File: src/design/spq_pkg.sv
`timescale 1ns / 1ps

package spq_pkg;

	localparam logic CMD_INSERT = 1'b0;
	localparam logic CMD_REMOVE = 1'b1;

	localparam logic [1:0] ST_INSERTED  = 2'd0;
	localparam logic [1:0] ST_REMOVED   = 2'd1;
	localparam logic [1:0] ST_UNDERFLOW = 2'd2;
	localparam logic [1:0] ST_OVERFLOW  = 2'd3;

	typedef struct packed {
		logic               cmd;
		logic signed [31:0] data_in;
		logic signed [15:0] priority_req;
	} req_t;

	typedef struct packed {
		logic signed [31:0] data_out;
		logic [1:0]         status;
		logic [4:0]         occupancy;
	} rsp_t;

	typedef struct packed {
		logic signed [15:0] prio;
		logic signed [31:0] value;
	} key_t;

	// shift controls broadcast to every cell
	typedef struct packed {
		logic insert;
		logic remove;
	} cell_ctrl_t;

	// a <= b in (priority, value) order
	function automatic logic key_le(key_t a, key_t b);
		logic r;
		if (a.prio != b.prio) begin
			r = (a.prio < b.prio);
		end else begin
			r = (a.value <= b.value);
		end
		return r;
	endfunction

endpackage

File: src/design/sorted_priority_queue_unit.sv
`timescale 1ns / 1ps

// Sorted priority queue built as a chain of compare-and-shift cells.
// The result strobe (done) rises in the cycle after the item is accepted.
// Throughput: one item per cycle; every cell compares and shifts in parallel.
// busy never rises and the receiver cannot stall.
// Reset (arst_n low, async) empties the queue; entry contents need no clearing.
module sorted_priority_queue_unit
	import spq_pkg::*;
#(
	parameter int DEPTH = 16
) (
	input  logic clk,
	input  logic arst_n,
	input  logic start,
	input  req_t req,
	output logic busy,
	output logic done,
	output rsp_t rsp
);

	localparam int CW = $clog2(DEPTH + 1);

	logic [CW-1:0] count_q;
	logic          done_q;
	rsp_t          rsp_q;

	key_t          keys [DEPTH];
	logic          les  [DEPTH];
	key_t          new_key;
	cell_ctrl_t    ctrl;
	logic          accept;
	logic          full;
	logic          empty;

	assign busy    = 1'b0;
	assign accept  = start && !busy;
	assign full    = (count_q == CW'(DEPTH));
	assign empty   = (count_q == '0);
	assign new_key = '{prio: req.priority_req, value: req.data_in};

	assign ctrl = '{insert: accept && (req.cmd == CMD_INSERT) && !full,
	                remove: accept && (req.cmd == CMD_REMOVE) && !empty};

	for (genvar i = 0; i < DEPTH; i++) begin : g_cell
		key_t l_key;
		logic l_le;
		key_t r_key;

		if (i == 0) begin : g_first
			assign l_key = new_key;
			assign l_le  = 1'b1;
		end else begin : g_mid
			assign l_key = keys[i-1];
			assign l_le  = les[i-1];
		end

		if (i == DEPTH - 1) begin : g_last
			assign r_key = keys[i];
		end else begin : g_inner
			assign r_key = keys[i+1];
		end

		spq_cell u_cell (
			.clk      (clk),
			.ctrl     (ctrl),
			.occupied (CW'(i) < count_q),
			.new_key  (new_key),
			.left_key (l_key),
			.left_le  (l_le),
			.right_key(r_key),
			.key      (keys[i]),
			.le       (les[i])
		);
	end

	always_ff @(posedge clk or negedge arst_n) begin
		if (!arst_n) begin
			count_q <= '0;
			done_q  <= 1'b0;
		end else begin
			done_q <= accept;
			if (ctrl.insert) begin
				count_q <= count_q + CW'(1);
			end else if (ctrl.remove) begin
				count_q <= count_q - CW'(1);
			end
		end
	end

	always_ff @(posedge clk) begin
		if (accept) begin
			case (req.cmd)
				CMD_INSERT: begin
					rsp_q.data_out <= '0;
					if (full) begin
						rsp_q.status    <= ST_OVERFLOW;
						rsp_q.occupancy <= 5'(count_q);
					end else begin
						rsp_q.status    <= ST_INSERTED;
						rsp_q.occupancy <= 5'(count_q + CW'(1));
					end
				end
				CMD_REMOVE: begin
					if (empty) begin
						rsp_q.data_out  <= '0;
						rsp_q.status    <= ST_UNDERFLOW;
						rsp_q.occupancy <= 5'(count_q);
					end else begin
						rsp_q.data_out  <= keys[0].value;
						rsp_q.status    <= ST_REMOVED;
						rsp_q.occupancy <= 5'(count_q - CW'(1));
					end
				end
				default: begin
					rsp_q.data_out  <= '0;
					rsp_q.status    <= ST_UNDERFLOW;
					rsp_q.occupancy <= 5'(count_q);
				end
			endcase
		end
	end

	assign done = done_q;
	assign rsp  = rsp_q;

endmodule

File: src/design/spq_cell.sv
`timescale 1ns / 1ps

module spq_cell
	import spq_pkg::*;
(
	input  logic       clk,
	input  cell_ctrl_t ctrl,
	input  logic       occupied,
	input  key_t       new_key,
	input  key_t       left_key,
	input  logic       left_le,
	input  key_t       right_key,
	output key_t       key,
	output logic       le
);

	key_t key_q;

	assign key = key_q;
	// entry stays in place on insert when it sorts at or before the new key
	assign le  = occupied && key_le(key_q, new_key);

	always_ff @(posedge clk) begin
		if (ctrl.insert) begin
			if (!le) begin
				key_q <= left_le ? new_key : left_key;
			end
		end else if (ctrl.remove) begin
			key_q <= right_key;
		end
	end

endmodule

File: config.mk
export PLATFORM = sky130hd
export DESIGN_NAME = sorted_priority_queue_unit
export DESIGN_NICKNAME = d
export VERILOG_FILES = /design/src/design/spq_pkg.sv /design/src/design/sorted_priority_queue_unit.sv /design/src/design/spq_cell.sv
export SDC_FILE = /design/constraint.sdc
export NUM_CORES = 2
export LEC_CHECK = 0
export BUFFER_PORTS_ARGS = -buffer_cell sky130_fd_sc_hd__buf_2
export CORE_MARGIN = 4
export CORE_UTILIZATION = 65
export CTS_BUF_LIST = sky130_fd_sc_hd__clkbuf_16
export CTS_CLUSTER_SIZE = 28
export DETAILED_ROUTE_END_ITERATION = 7
export PLACE_DENSITY = 0.8
export SLEW_MARGIN = 20
export SYNTH_ARGS = -nofsm -noshare
export SYNTH_HDL_FRONTEND = slang
export SYNTH_HIERARCHICAL = 1
export SYNTH_SLANG_ARGS = --single-unit
File: constraint.sdc
create_clock -name clk -period 5.7 [get_ports clk]
set_clock_uncertainty 0.15 [all_clocks]
set_input_delay 0.57 -clock clk [delete_from_list [all_inputs] [get_ports clk]]
set_output_delay 0.57 -clock clk [all_outputs]
set_load 0.005 [all_outputs]
==> flow_summary.json <==
{
  "internal_power_mw": 16.39,
  "startpoint_type": "input port",
  "grt.total_usage": 0.2921,
  "power.leakage_nw": 29.73,
  "power_frac_seq": 0.376,
  "ios": 93,
  "grt_pass1_wl_um": 238000,
  "cts_tree": "yes",
  "vias": 47002,
  "grt_max_degree": 219,
  "rsz0062_at_grt": "false",
  "cp-end-kind": "register",
  "setup-tns-final_ps": 0,
  "grt_pass1_vias": 45565,
  "swShare": 0.3751,
  "dpl.hpwl_um": 111500,
  "wl_per_cell_um": 19.18,
  "fin_nets": 7229,
  "synthesis.nets": 7213,
  "ctsHtreeMaxLevel": 3,
  "area_delta_synth_final_pct": 8.182,
  "core_area_mm2": 0.09333,
  "p_per_area_mw_per_mm2": 396.5,
  "die_w_um": 314.8,
  "status": "finished clean",
  "clock_sinks": 813,
  "p_clk_frac": 0.213,
  "drtIter0Drc": 4491,
  "dieArea_mm2": 0.09907,
  "crit_type": "input port to register",
  "clk_pin_slew_ps": 60,
  "cp_max_fo": 28,
  "slew_headroom": 0.3185,
  "pwr-share-comb": 0.410,
  "clk_latency_ps": 650,
  "cts_buffers": 92,
  "overflow": 0,
  "holdWs_ps": 135.6,
  "tightest_slew_ps": 1022,
  "cts_root_buffer": "clkbuf_16",
  "finalCriticalPeriod_ps": 4412,
  "cts_hold_buf": 1,
  "grt_antenna_before_repair": 5,
  "drc": 0,
  "cp.arrival_ps": 4600,
  "maxSlewViolCount": 0,
  "fmax_mhz": 226.6,
  "stdcell_count": 7723,
  "cts_buffer_depth": 3,
  "yosysWarnings": 6,
  "chipHeight_um": 314.8,
  "avgSynthCellArea_um2": 9.574,
  "place_congestion": 0.9115,
  "portBuffers": 91,
  "rows": 112,
  "antenna_left": 0,
  "finalSetupViolCount": 0,
  "cap_violations": 0,
  "post-place-ws_ps": 577.2,
  "vdd.ir_drop.worst_uv": 346.1,
  "hold_class": "input port to asynchronous set/reset pin",
  "nFillCells": 6813,
  "drive_above_1_share": 0.06185,
  "drt-total-wl_um": 148200,
  "synthCells": 6389,
  "vias_per_cell": 6.086,
  "cts-resized-gates": 0,
  "start_util": 0.6554,
  "post_cts_buffers": 0,
  "dp.cells": 7564,
  "dr.pass1.iters": 8,
  "p_sw_mw": 9.840,
  "hold_viol": 0,
  "netlist_area_mm2": 0.06117,
  "worst_slack_ps": 1288,
  "critPathRequiredTime_ps": 5890,
  "fin_util": 0.7090,
  "finalCritPeriodShare": 0.7741
}
## metrics by stage
stage          total power, mW  cell area [µm²]
6_report                 26.23            66170
5_1_grt                  27.83            66170
4_1_cts                  26.19            66170
3_5_place_dp             20.54            63390
3_3_place_gp             19.99            63390
2_1_floorplan            17.65            61170
## final timing paths
check,from,to,slack [ps],depth (start not counted)
max,req[39],g_cell[11].u_cell/key[24],1290,13
min,arst_n,done,140,2
max reg2reg,g_cell[1].u_cell/key[23],g_cell[2].u_cell/key[24],1470,10
min reg2reg,g_cell[0].u_cell/key[27],rsp[34],450,1
max in group asynchronous,arst_n,count_q[1],5110,2
min in group clk,req[48],rsp[2],270,2
## layout make-up
| cell class | count | area (µm²) | share of cell area |
|---|---|---|---|
| tap | 1254 | 1569 | 0.02371 |
| clock buffer | 95 | 2377 | 0.03593 |
| multi-input combinational | 4501 | 32770 | 0.4953 |
| clock inverter | 61 | 387.9 | 0.005862 |
| antenna | 2 | 5.005 | 0.00007563 |
| inverter | 788 | 2958 | 0.04470 |
| sequential | 813 | 24380 | 0.3685 |
| timing repair buffer | 209 | 1719 | 0.02598 |
## critical path, cell delays in order
cell	delay [ps]
buf_2	410
buf_4	260
inv_1	50
ha_1	330
a21oi_1	190
o21ai_0	180
a221oi_1	630
nand3_1	300
o221ai_1	350
and2_2	650
buf_12	300
mux2i_1	240
a21oi_1	90
## cell usage in the layout, fill, tap and decap left out, types with 87 or more instances in the layout
| cell type | n |
|---|---|
| ha_1 | 772 |
| mux2i_1 | 768 |
| inv_1 | 808 |
| nand4_1 | 113 |
| a21oi_1 | 1078 |
| nor2_1 | 840 |
| o21ai_0 | 102 |
| clkbuf_16 | 95 |
| buf_2 | 91 |
| nand2_1 | 170 |
| nand3_1 | 99 |
| buf_4 | 87 |
| edfxtp_1 | 807 |
## state kept, by name, indices dropped and copies added (netlist names)
register,count
g_cell.u_cell/key,768
done,1
rsp,39
count_q,5
## power by group through the flow
stage	sequential [mW]	clock, mW	combinational [mW]
2_1_floorplan	9.45	0	8.19
3_3_place_gp	9.87	0	10.1
3_5_place_dp	9.91	0	10.6
4_1_cts	9.83	5.70	10.7
5_1_grt	10.0	5.95	11.9
6_report	9.88	5.60	10.8
## metal layers
| layer | global-route usage | share of wire | vias to the layer above | wire length, µm |
|---|---|---|---|---|
| li1 | - | - | 23153 | - |
| met1 | 0.4120 | 0.45 | 21930 | 66760 |
| met2 | 0.4684 | 0.45 | 1629 | 66710 |
| met3 | 0.02919 | 0.061 | 290 | 9100 |
| met4 | 0.1131 | 0.038 | 0 | 5581 |
| met5 | 0 | 0 | - | 0 |
Power figures use the tool's default switching activity.
